<file path="src/hw/rtl/assert_macros.svh">
// assertion macros shared by the parser rtl
// no dependencies; define NO_ASSERTIONS to compile them out
`ifndef ASSERT_MACROS_SVH
`define ASSERT_MACROS_SVH
`ifndef NO_ASSERTIONS
`define SEMP_ASSERT(label, clk, rst, prop, msg) \
   label: assert property (@(posedge clk) disable iff (rst) prop) else $error(msg);
`define SEMP_ASSERT_ALWAYS(label, clk, prop, msg) \
   label: assert property (@(posedge clk) prop) else $error(msg);
`else
`define SEMP_ASSERT(label, clk, rst, prop, msg)
`define SEMP_ASSERT_ALWAYS(label, clk, prop, msg)
`endif
`endif

</file>
<file path="src/hw/rtl/semp_pkg.sv">
// types, marker codes and defaults for the stripe entity marker parser
// no dependencies
`default_nettype none
package semp_pkg;
   localparam int POSITION_BITS_DEFAULT = 32;
   localparam int QUEUE_DEPTH = 4;

   localparam logic [7:0] M_ESC     = 8'hff;
   localparam logic [7:0] M_STUFF   = 8'h00;
   localparam logic [7:0] M_SDNORM  = 8'h02;
   localparam logic [7:0] M_SDRST   = 8'h03;
   localparam logic [7:0] M_ABORT   = 8'h04;
   localparam logic [7:0] M_NEWLEN  = 8'h05;
   localparam logic [7:0] M_ATMOVE  = 8'h06;
   localparam logic [7:0] M_COMMENT = 8'h07;

   localparam logic [31:0] START_OFFSET_RESET = 32'd20;
   localparam logic [20:0] ENTITY_LIMIT_RESET = 21'd0;

   typedef enum logic {
      CSR_START_OFFSET = 1'b0,
      CSR_ENTITY_LIMIT = 1'b1
   } csr_index_type;

   typedef enum logic [2:0] {
      PH_TOP, PH_TOP_ESC, PH_ENT, PH_ENT_ESC, PH_NEWLEN, PH_MOVE, PH_CLEN, PH_CBODY
   } phase_type;

   typedef enum logic [1:0] {
      KIND_ENTITY = 2'd0,
      KIND_MOVE   = 2'd1,
      KIND_HEIGHT = 2'd2,
      KIND_DONE   = 2'd3
   } kind_type;

   // one result word as it leaves the block
   typedef struct packed {
      kind_type    kind;
      logic [31:0] entity_offset;
      logic [31:0] entity_length;
      logic        ends_with_reset;
      logic [31:0] first_move_index;
      logic [31:0] moves_before;
      logic [31:0] word_value;
      logic [7:0]  move_x;
      logic [7:0]  move_y;
      logic        status;
      logic [31:0] entity_total;
      logic        last;
   } rsp_word_type;

   // everything one input byte causes: an optional word and an optional done
   typedef struct packed {
      logic         has_prim;
      rsp_word_type prim;
      logic         has_done;
      logic         done_status;
      logic [31:0]  done_total;
   } entry_type;
endpackage
`default_nettype wire

</file>
<file path="src/hw/rtl/semp_front.sv">
// front part: byte-level marker parsing, one byte per cycle while accept is high
// depends on semp_pkg
`default_nettype none
module semp_front import semp_pkg::*; #(
   parameter int POSITION_BITS = POSITION_BITS_DEFAULT
) (
   input  wire logic        clock,
   input  wire logic        reset,
   input  wire logic        accept,
   input  wire logic [7:0]  data_byte,
   input  wire logic        end_of_data,
   input  wire logic [31:0] start_offset,
   input  wire logic [20:0] entity_limit,
   output logic             wr_en,
   output entry_type        wr_entry
);
   localparam int PB = POSITION_BITS;

   phase_type       phase_ff, phase_in;
   logic [2:0]      seg_cnt_ff, seg_cnt_in;
   logic [47:0]     seg_buf_ff, seg_buf_in;
   logic            seg_in_ent_ff, seg_in_ent_in;
   logic [PB-1:0]   pos_ff, pos_in;
   logic [PB-1:0]   ent_start_ff, ent_start_in;
   logic [PB-1:0]   ent_end_ff, ent_end_in;
   logic            early_ff, early_in;
   logic            height_seen_ff, height_seen_in;
   logic [31:0]     ent_count_ff, ent_count_in;
   logic [31:0]     move_count_ff, move_count_in;
   logic [31:0]     pending_ff, pending_in;
   logic [31:0]     comment_left_ff, comment_left_in;
   logic            stopped_ff, stopped_in;

   always_ff @(posedge clock) begin
      if (reset) begin
         phase_ff        <= PH_TOP;
         seg_cnt_ff      <= '0;
         seg_buf_ff      <= '0;
         seg_in_ent_ff   <= 1'b0;
         pos_ff          <= '0;
         ent_start_ff    <= '0;
         ent_end_ff      <= '0;
         early_ff        <= 1'b0;
         height_seen_ff  <= 1'b0;
         ent_count_ff    <= '0;
         move_count_ff   <= '0;
         pending_ff      <= '0;
         comment_left_ff <= '0;
         stopped_ff      <= 1'b0;
      end else begin
         phase_ff        <= phase_in;
         seg_cnt_ff      <= seg_cnt_in;
         seg_buf_ff      <= seg_buf_in;
         seg_in_ent_ff   <= seg_in_ent_in;
         pos_ff          <= pos_in;
         ent_start_ff    <= ent_start_in;
         ent_end_ff      <= ent_end_in;
         early_ff        <= early_in;
         height_seen_ff  <= height_seen_in;
         ent_count_ff    <= ent_count_in;
         move_count_ff   <= move_count_in;
         pending_ff      <= pending_in;
         comment_left_ff <= comment_left_in;
         stopped_ff      <= stopped_in;
      end
   end

   always_comb begin
      logic [PB-1:0] esc_pos;
      logic [PB-1:0] end_pos;
      logic [47:0]   buf_new;
      logic [2:0]    cnt_new;
      logic [31:0]   cl;
      logic          stop;
      logic          finish;
      logic          status;

      phase_in        = phase_ff;
      seg_cnt_in      = seg_cnt_ff;
      seg_buf_in      = seg_buf_ff;
      seg_in_ent_in   = seg_in_ent_ff;
      pos_in          = pos_ff;
      ent_start_in    = ent_start_ff;
      ent_end_in      = ent_end_ff;
      early_in        = early_ff;
      height_seen_in  = height_seen_ff;
      ent_count_in    = ent_count_ff;
      move_count_in   = move_count_ff;
      pending_in      = pending_ff;
      comment_left_in = comment_left_ff;
      stopped_in      = stopped_ff;
      wr_entry        = '0;
      stop            = 1'b0;
      finish          = 1'b0;
      status          = 1'b0;
      esc_pos         = pos_ff - PB'(1);
      end_pos         = early_ff ? ent_end_ff : esc_pos;
      buf_new         = {seg_buf_ff[39:0], data_byte};
      cnt_new         = seg_cnt_ff + 3'd1;
      cl              = comment_left_ff;

      if (accept && !stopped_ff) begin
         case (phase_ff)
            PH_TOP: begin
               ent_start_in = pos_ff;
               early_in     = 1'b0;
               phase_in     = (data_byte == M_ESC) ? PH_TOP_ESC : PH_ENT;
            end
            PH_TOP_ESC: begin
               seg_cnt_in    = '0;
               seg_buf_in    = '0;
               seg_in_ent_in = 1'b0;
               case (data_byte)
                  M_ABORT:            stop = 1'b1;
                  M_NEWLEN:           phase_in = PH_NEWLEN;
                  M_ATMOVE:           phase_in = PH_MOVE;
                  M_COMMENT:          phase_in = PH_CLEN;
                  M_STUFF:            phase_in = PH_ENT;
                  M_SDNORM, M_SDRST:  finish = 1'b1;
                  default: begin
                     stop   = 1'b1;
                     status = 1'b1;
                  end
               endcase
            end
            PH_ENT: begin
               if (data_byte == M_ESC) begin
                  phase_in = PH_ENT_ESC;
               end else if (early_ff) begin
                  stop   = 1'b1;
                  status = 1'b1;
               end
            end
            PH_ENT_ESC: begin
               if (data_byte == M_STUFF && !early_ff) begin
                  phase_in = PH_ENT;
               end else if (data_byte == M_SDNORM || data_byte == M_SDRST) begin
                  finish = 1'b1;
               end else if (data_byte == M_NEWLEN) begin
                  if (!early_ff) begin
                     ent_end_in = esc_pos;
                  end
                  early_in      = 1'b1;
                  phase_in      = PH_NEWLEN;
                  seg_cnt_in    = '0;
                  seg_buf_in    = '0;
                  seg_in_ent_in = 1'b1;
               end else begin
                  stop   = 1'b1;
                  status = 1'b1;
               end
            end
            PH_NEWLEN: begin
               seg_buf_in = buf_new;
               seg_cnt_in = cnt_new;
               if (cnt_new == 3'd4) begin
                  if (!height_seen_ff) begin
                     height_seen_in           = 1'b1;
                     wr_entry.has_prim        = 1'b1;
                     wr_entry.prim.kind       = KIND_HEIGHT;
                     wr_entry.prim.word_value = buf_new[31:0];
                  end
                  phase_in = seg_in_ent_ff ? PH_ENT : PH_TOP;
               end
            end
            PH_MOVE: begin
               seg_buf_in = buf_new;
               seg_cnt_in = cnt_new;
               if (cnt_new == 3'd6) begin
                  // a move on the current line (y zero) whose x has its top bit set is invalid
                  if (buf_new[7:0] == 8'd0 && buf_new[15]) begin
                     stop   = 1'b1;
                     status = 1'b1;
                  end else begin
                     wr_entry.has_prim              = 1'b1;
                     wr_entry.prim.kind             = KIND_MOVE;
                     wr_entry.prim.first_move_index = move_count_ff;
                     wr_entry.prim.word_value       = buf_new[47:16];
                     wr_entry.prim.move_x           = buf_new[15:8];
                     wr_entry.prim.move_y           = buf_new[7:0];
                     move_count_in                  = move_count_ff + 32'd1;
                     pending_in                     = pending_ff + 32'd1;
                     phase_in                       = PH_TOP;
                  end
               end
            end
            PH_CLEN: begin
               seg_buf_in = buf_new;
               seg_cnt_in = cnt_new;
               if (cnt_new == 3'd4) begin
                  comment_left_in = buf_new[31:0];
                  phase_in = (buf_new[31:0] != 32'd0) ? PH_CBODY : PH_TOP;
               end
            end
            PH_CBODY: begin
               if (cl != 32'd0) begin
                  cl = cl - 32'd1;
               end
               comment_left_in = cl;
               if (cl == 32'd0) begin
                  phase_in = PH_TOP;
               end
            end
            default: phase_in = PH_TOP;
         endcase

         if (finish) begin
            wr_entry.has_prim              = 1'b1;
            wr_entry.prim.kind             = KIND_ENTITY;
            wr_entry.prim.entity_offset    = 32'(PB'(start_offset) + ent_start_ff);
            wr_entry.prim.entity_length    = 32'(end_pos - ent_start_ff);
            wr_entry.prim.ends_with_reset  = (data_byte == M_SDRST);
            wr_entry.prim.first_move_index = move_count_ff - pending_ff;
            wr_entry.prim.moves_before     = pending_ff;
            pending_in                     = '0;
            ent_count_in                   = ent_count_ff + 32'd1;
            phase_in                       = PH_TOP;
            if (entity_limit != 21'd0 && ent_count_in == {11'd0, entity_limit}) begin
               stop = 1'b1;
            end
         end

         pos_in = pos_ff + PB'(1);
         if (end_of_data) begin
            stop = 1'b1;
         end
         if (stop) begin
            wr_entry.has_done    = 1'b1;
            wr_entry.done_status = status;
            wr_entry.done_total  = ent_count_in;
            stopped_in           = 1'b1;
         end
      end
      wr_en = wr_entry.has_prim || wr_entry.has_done;
   end
endmodule
`default_nettype wire

</file>
<file path="src/hw/rtl/semp_queue.sv">
// short queue between the parsing front and the output back part
// depends on semp_pkg and assert_macros.svh
`default_nettype none
`include "assert_macros.svh"
module semp_queue import semp_pkg::*; (
   input  wire logic clock,
   input  wire logic reset,
   input  wire logic push,
   input  entry_type push_entry,
   input  wire logic pop,
   output entry_type head_entry,
   output logic      not_empty,
   output logic      full
);
   localparam int PTR_BITS = $clog2(QUEUE_DEPTH);

   entry_type             mem_ff [QUEUE_DEPTH];
   logic [PTR_BITS-1:0]   wr_ptr_ff, wr_ptr_in;
   logic [PTR_BITS-1:0]   rd_ptr_ff, rd_ptr_in;
   logic [PTR_BITS:0]     count_ff, count_in;

   always_ff @(posedge clock) begin
      if (push) begin
         mem_ff[wr_ptr_ff] <= push_entry;
      end
   end

   always_ff @(posedge clock) begin
      if (reset) begin
         wr_ptr_ff <= '0;
         rd_ptr_ff <= '0;
         count_ff  <= '0;
      end else begin
         wr_ptr_ff <= wr_ptr_in;
         rd_ptr_ff <= rd_ptr_in;
         count_ff  <= count_in;
      end
   end

   always_comb begin
      wr_ptr_in = push ? wr_ptr_ff + PTR_BITS'(1) : wr_ptr_ff;
      rd_ptr_in = pop  ? rd_ptr_ff + PTR_BITS'(1) : rd_ptr_ff;
      count_in  = count_ff + (PTR_BITS+1)'(push) - (PTR_BITS+1)'(pop);
   end

   assign head_entry = mem_ff[rd_ptr_ff];
   assign not_empty  = (count_ff != '0);
   assign full       = (count_ff == (PTR_BITS+1)'(QUEUE_DEPTH));

   `SEMP_ASSERT(a_no_overflow, clock, reset, push |-> !full, "push into full queue")
   `SEMP_ASSERT(a_no_underflow, clock, reset, pop |-> not_empty, "pop from empty queue")
   `SEMP_ASSERT(a_count_range, clock, reset,
      count_ff <= (PTR_BITS+1)'(QUEUE_DEPTH), "queue count out of range")
endmodule
`default_nettype wire

</file>
<file path="src/hw/rtl/semp_back.sv">
// back part: expands queued entries into result words behind an output register
// depends on semp_pkg and assert_macros.svh
`default_nettype none
`include "assert_macros.svh"
module semp_back import semp_pkg::*; (
   input  wire logic    clock,
   input  wire logic    reset,
   input  entry_type    head_entry,
   input  wire logic    not_empty,
   output logic         pop,
   output rsp_word_type out_word,
   output logic         out_valid,
   input  wire logic    out_ready
);
   rsp_word_type word_ff, word_in;
   rsp_word_type done_ff, done_in;
   logic         valid_ff, valid_in;
   logic         pend_ff, pend_in;

   always_ff @(posedge clock) begin
      if (reset) begin
         valid_ff <= 1'b0;
         pend_ff  <= 1'b0;
      end else begin
         valid_ff <= valid_in;
         pend_ff  <= pend_in;
      end
      word_ff <= word_in;
      done_ff <= done_in;
   end

   always_comb begin
      rsp_word_type done_w;
      logic         slot_free;

      done_w              = '0;
      done_w.kind         = KIND_DONE;
      done_w.status       = head_entry.done_status;
      done_w.entity_total = head_entry.done_total;
      done_w.last         = 1'b1;

      slot_free = !valid_ff || out_ready;
      word_in   = word_ff;
      done_in   = done_ff;
      valid_in  = valid_ff && !out_ready;
      pend_in   = pend_ff;
      pop       = 1'b0;

      if (slot_free) begin
         if (pend_ff) begin
            word_in  = done_ff;
            valid_in = 1'b1;
            pend_in  = 1'b0;
         end else if (not_empty) begin
            pop      = 1'b1;
            valid_in = 1'b1;
            if (head_entry.has_prim) begin
               word_in      = head_entry.prim;
               word_in.last = !head_entry.has_done;
               pend_in      = head_entry.has_done;
               done_in      = done_w;
            end else begin
               word_in = done_w;
            end
         end
      end
   end

   assign out_word  = word_ff;
   assign out_valid = valid_ff;

   `SEMP_ASSERT(a_pend_has_word, clock, reset, pend_ff |-> valid_ff,
      "done pending without a word in the output register")
   `SEMP_ASSERT(a_no_pop_while_pend, clock, reset, pend_ff |-> !pop,
      "entry popped while a done word waits")
   `SEMP_ASSERT(a_pend_is_done, clock, reset, pend_ff |-> done_ff.kind == KIND_DONE,
      "pending word is not a done word")
endmodule
`default_nettype wire

</file>
<file path="src/hw/rtl/stripe_entity_marker_parser.sv">
// stripe entity marker parser, top level: front parser, queue, back output stage
// depends on semp_pkg, semp_front, semp_queue, semp_back
//
// takes the image data that follows the header one byte per req word (tlast on
// the final byte) and reports stripe data entities, template moves, the first
// new height and a closing done word on the rsp side. a byte is taken every
// cycle while the four-entry result queue has room; a byte gives at most two rsp
// words, the second always the done word, so the output stage sends one word per
// cycle while rsp_tready is high, and only the byte that stops parsing gives two
// words. a byte's first rsp word goes through a queue entry and the output register.
// after done, further bytes are taken and dropped until reset. the csr port
// takes a write every cycle; index 0 is start_offset, index 1 is entity_limit.
`default_nettype none
module stripe_entity_marker_parser import semp_pkg::*; #(
   parameter int POSITION_BITS = POSITION_BITS_DEFAULT
) (
   input  wire logic         clock,
   input  wire logic         reset,
   // input words
   input  wire logic         req_tvalid,
   output logic              req_tready,
   input  wire logic [7:0]   req_tdata,   // data_byte
   input  wire logic         req_tlast,   // end_of_data
   // result words
   output logic              rsp_tvalid,
   input  wire logic         rsp_tready,
   // entity_offset[31:0], entity_length[63:32], ends_with_reset[64],
   // first_move_index[96:65], moves_before[128:97], word_value[160:129],
   // move_x[168:161], move_y[176:169], status[177], entity_total[209:178],
   // zero fill [215:210]
   output logic [215:0]      rsp_tdata,
   output logic [1:0]        rsp_tuser,   // kind
   output logic              rsp_tlast,   // last
   // register writes
   input  wire logic         csr_valid,
   output logic              csr_ready,
   input  wire logic         csr_index,
   input  wire logic [31:0]  csr_data
);
   logic [31:0]  start_offset_ff;
   logic [20:0]  entity_limit_ff;
   logic         accept;
   logic         wr_en;
   entry_type    wr_entry;
   entry_type    head_entry;
   logic         not_empty;
   logic         full;
   logic         pop;
   rsp_word_type out_word;

   // registers are written whenever offered
   assign csr_ready = 1'b1;

   always_ff @(posedge clock) begin
      if (reset) begin
         start_offset_ff <= START_OFFSET_RESET;
         entity_limit_ff <= ENTITY_LIMIT_RESET;
      end else if (csr_valid) begin
         case (csr_index_type'(csr_index))
            CSR_START_OFFSET: start_offset_ff <= csr_data;
            CSR_ENTITY_LIMIT: entity_limit_ff <= csr_data[20:0];
            default: ;
         endcase
      end
   end

   // a full queue holds back the front, which covers the two-word case
   assign req_tready = !full;
   assign accept     = req_tvalid && req_tready;

   semp_front #(.POSITION_BITS(POSITION_BITS)) u_front (
      .clock        (clock),
      .reset        (reset),
      .accept       (accept),
      .data_byte    (req_tdata),
      .end_of_data  (req_tlast),
      .start_offset (start_offset_ff),
      .entity_limit (entity_limit_ff),
      .wr_en        (wr_en),
      .wr_entry     (wr_entry)
   );

   semp_queue u_queue (
      .clock      (clock),
      .reset      (reset),
      .push       (wr_en),
      .push_entry (wr_entry),
      .pop        (pop),
      .head_entry (head_entry),
      .not_empty  (not_empty),
      .full       (full)
   );

   semp_back u_back (
      .clock      (clock),
      .reset      (reset),
      .head_entry (head_entry),
      .not_empty  (not_empty),
      .pop        (pop),
      .out_word   (out_word),
      .out_valid  (rsp_tvalid),
      .out_ready  (rsp_tready)
   );

   // pack the output word, first field lowest
   assign rsp_tdata = {6'd0,
                       out_word.entity_total,
                       out_word.status,
                       out_word.move_y,
                       out_word.move_x,
                       out_word.word_value,
                       out_word.moves_before,
                       out_word.first_move_index,
                       out_word.ends_with_reset,
                       out_word.entity_length,
                       out_word.entity_offset};
   assign rsp_tuser = out_word.kind;
   assign rsp_tlast = out_word.last;
endmodule
`default_nettype wire

</file>
<file path="config.mk">
export PLATFORM = sky130hd
export DESIGN_NAME = stripe_entity_marker_parser
export DESIGN_NICKNAME = d
export VERILOG_FILES = /design/src/hw/rtl/semp_pkg.sv /design/src/hw/rtl/semp_front.sv /design/src/hw/rtl/semp_queue.sv /design/src/hw/rtl/semp_back.sv /design/src/hw/rtl/stripe_entity_marker_parser.sv
export VERILOG_INCLUDE_DIRS = /design/src /design/src/hw/rtl
export SDC_FILE = /design/constraint.sdc
export NUM_CORES = 2
export LEC_CHECK = 0
export BUFFER_PORTS_ARGS = -buffer_cell sky130_fd_sc_hd__buf_4
export CAP_MARGIN = 30
export CORE_AREA = 8 8 400 363
export CTS_CLUSTER_DIAMETER = 80
export CTS_CLUSTER_SIZE = 12
export DETAILED_ROUTE_END_ITERATION = 16
export DIE_AREA = 0 0 408 371
export PLACE_DENSITY_LB_ADDON = 0.25
export SETUP_SLACK_MARGIN = 0.1
export SLEW_MARGIN = 20
export SYNTH_ARGS = -nofsm -noshare
export SYNTH_HDL_FRONTEND = slang
export SYNTH_HIERARCHICAL = 1
export SYNTH_SLANG_ARGS = --single-unit
</file>
<file path="constraint.sdc">
create_clock -name clock -period 11.84 [get_ports clock]
set_input_delay 0.592 -clock clock [delete_from_list [all_inputs] [get_ports clock]]
set_output_delay 0.592 -clock clock [all_outputs]
set_load 0.1 [all_outputs]
</file>
==> run_results.csv <==
group,metric,value,unit
place,dp_hpwl,97220,um
place,port_buffers,261,
clock_network,tritoncts,"yes",
global_routing,grt_pass1_wl,236200,um
clock_network,cts_setup_buffers,0,
power,p_leak,0.02569,uW
timing,fin_worst_skew,0.03693,ns
worst_setup_path,crit_path_end_kind,"flip-flop",
global_routing,grt_overflow_total,0,
worst_setup_path,cp_data_required_time,12.23,ns
flow_run,drv_cap,0,
layout,syn2layout_area_growth,11.31,%
clock_network,cts_made_buffers,150,
global_routing,grt.busiest_layer,"met2",
timing,relSlewSlack,0.06248,
detailed_routing,drt-initial-drc-count,3163,
layout,num-nets-final,5362,
global_routing,use_met3,0.04199,
global_routing,antenna_found_initial,10,
timing,tns,0,ns
timing,rsz0062_at_grt,"false",
synthesis,netlist_area,68640,um^2
die,dieArea,151400,um^2
worst_setup_path,path_max_fanout,55,
worst_setup_path,r2r_cells,15,
status,run_status,"completed",
layout,drive_gt1_frac,0.1495,
detailed_routing,drc,0,
layout,layout_common_cells,"edfxtp_1 (1234), nor2_1 (461), nand2_1 (375), dfxtp_1 (334), buf_4 (307)",
detailed_routing,first_pass_iters,5,
power,total_power,17900,uW
clock_network,clock-sinks,1572,
worst_setup_path,r2r_slack,5.30,ns
power,cellPowerDensity,234.3,nW/um^2
timing,slew_violations,0,
worst_setup_path,cp.arrival,6.93,ns
detailed_routing,ant_nets,0,
detailed_routing,routed_wl,152200,um
die,fp.coreArea,138400,um^2
timing,setup_viol,0,
global_routing,grt_pass1_vias,39770,
die,die_h,371,um
min_path,min_path_type,"primary input to flip-flop",
detailed_routing,vias,40220,
worst_setup_path,cp-start-kind,"flip-flop",
timing,maxClockFrequency,0.1529,GHz
place,place_congestion,0.8588,
die,die_w,408,um
die,start_util,0.4959,
clock_network,clk_path_buf_depth,3,
timing,worstMarginPinSlew,1.406,ns
timing,finalCritPeriodShare,0.5525,
power,ir_drop,0.3266,mV
global_routing,grt_util_met1,0.2807,
timing,hold_viol_final,0,
clock_network,htreeDepth,4,
synthesis,synth.avg_cell_area,13.70,um^2
die,ios,269,
global_routing,use_met2,0.3075,
clock_network,cts_hold_buf,0,
layout,finalNonFillerCells,7177,
synthesis,synth.yosys.warnings,6,
timing,fin_crit,6.542,ns
layout,layout_commonest_cell,"edfxtp_1",
die,row_count,130,
detailed_routing,post_drt_via_cell_ratio,5.604,
global_routing,grt_util_all_layers,0.1969,
clock_network,clkTransAtPathRegs,0.06,ns
synthesis,postSynthCellCount,5011,
place,dp.cells,6890,
clock_network,cts_resized,0,
min_path,whs_path_depth,3,
clock_network,clk_latency,0.79,ns
global_routing,grt_max_degree,188,
clock_network,ctsRootBufferMaster,"clkbuf_16",
worst_setup_path,crit_type,"flip-flop to flip-flop",
detailed_routing,wl_per_cell,21.20,um
## stage by stage
stage / hold slack, ns / utilization / setup slack, ns / instance area, um^2
2_1_floorplan: 0.4363 / - / 1.240 / 68780
3_5_place_dp: 0.4469 / 0.5183 / 4.681 / 71740
4_1_cts: 0.03992 / 0.5507 / 5.150 / 76230
5_1_grt: 0.07150 / 0.5519 / 4.803 / 76390
3_3_place_gp: 0.4418 / 0.5178 / 4.777 / 71680
6_report: 0.1032 / 0.5519 / 5.298 / 76400
## worst paths after layout
kind                                                       endpoint                                 start
worst min register to register  u_front/ent_end_ff[26]$_SDFFE_PP0P_   u_front/ent_end_ff[26]$_SDFFE_PP0P_
worst max register to register      u_queue/mem_ff[0][86]$_DFFE_PP_  u_front/ent_count_ff[0]$_SDFFE_PP0P_
worst min-delay path             u_front/seg_buf_ff[5]$_SDFFE_PP0P_                          req_tdata[5]
worst max-delay path                u_queue/mem_ff[0][86]$_DFFE_PP_  u_front/ent_count_ff[0]$_SDFFE_PP0P_
## area by class of cell
class / count / area (um^2)
fillers: 11280 / 62020
inverters: 114 / 427.9
clock buffers: 255 / 4169
diodes: 5 / 12.51
multi-input cells: 3038 / 22660
flip-flops and latches: 1572 / 43830
well taps: 1848 / 2312
clock inverters: 19 / 322.8
repair buffers: 326 / 2659
## report_power, final
group / internal [uW] / switching (uW) / leakage (uW)
clock: 2430 / 2060 / 0.00213
sequential: 6890 / 251 / 0.0143
combinational: 1650 / 4610 / 0.00924
## critical path, cell delays in order (launching register included)
cell       delay [ns]
dfxtp_1          0.46
ha_1             0.34
and3_1           0.31
nand4_1          0.38
nor4_2           0.61
nand4_1          0.16
nand2_1          0.08
nand3_1          0.07
a2111oi_0        0.72
a211o_1          0.25
nand2_1          0.06
buf_4            0.26
nand2b_1         0.31
and2_4           0.78
buf_4            0.64
buf_4            0.59
## state kept, by name (all words and copies together), names as in the netlist, 3 cells and up, named ones only
signal,count
u_queue/mem_ff,988
u_back/out_word,213
u_front/seg_buf_ff,40
u_back/done_ff,33
start_offset_ff,32
u_front/comment_left_ff,32
u_front/ent_count_ff,32
u_front/ent_end_ff,32
u_front/ent_start_ff,32
u_front/move_count_ff,32
u_front/pending_ff,32
u_front/pos_ff,32
entity_limit_ff,21
u_front/phase_ff,3
u_front/seg_cnt_ff,3
u_queue/count_ff,3
## layer usage
layer	part of all wire	wire (um)
met1	0.46	69600
met2	0.46	70190
met3	0.059	8941
met4	0.022	3356
met5	0.00044	67
No activity file was read; power rests on OpenSTA's default activity.
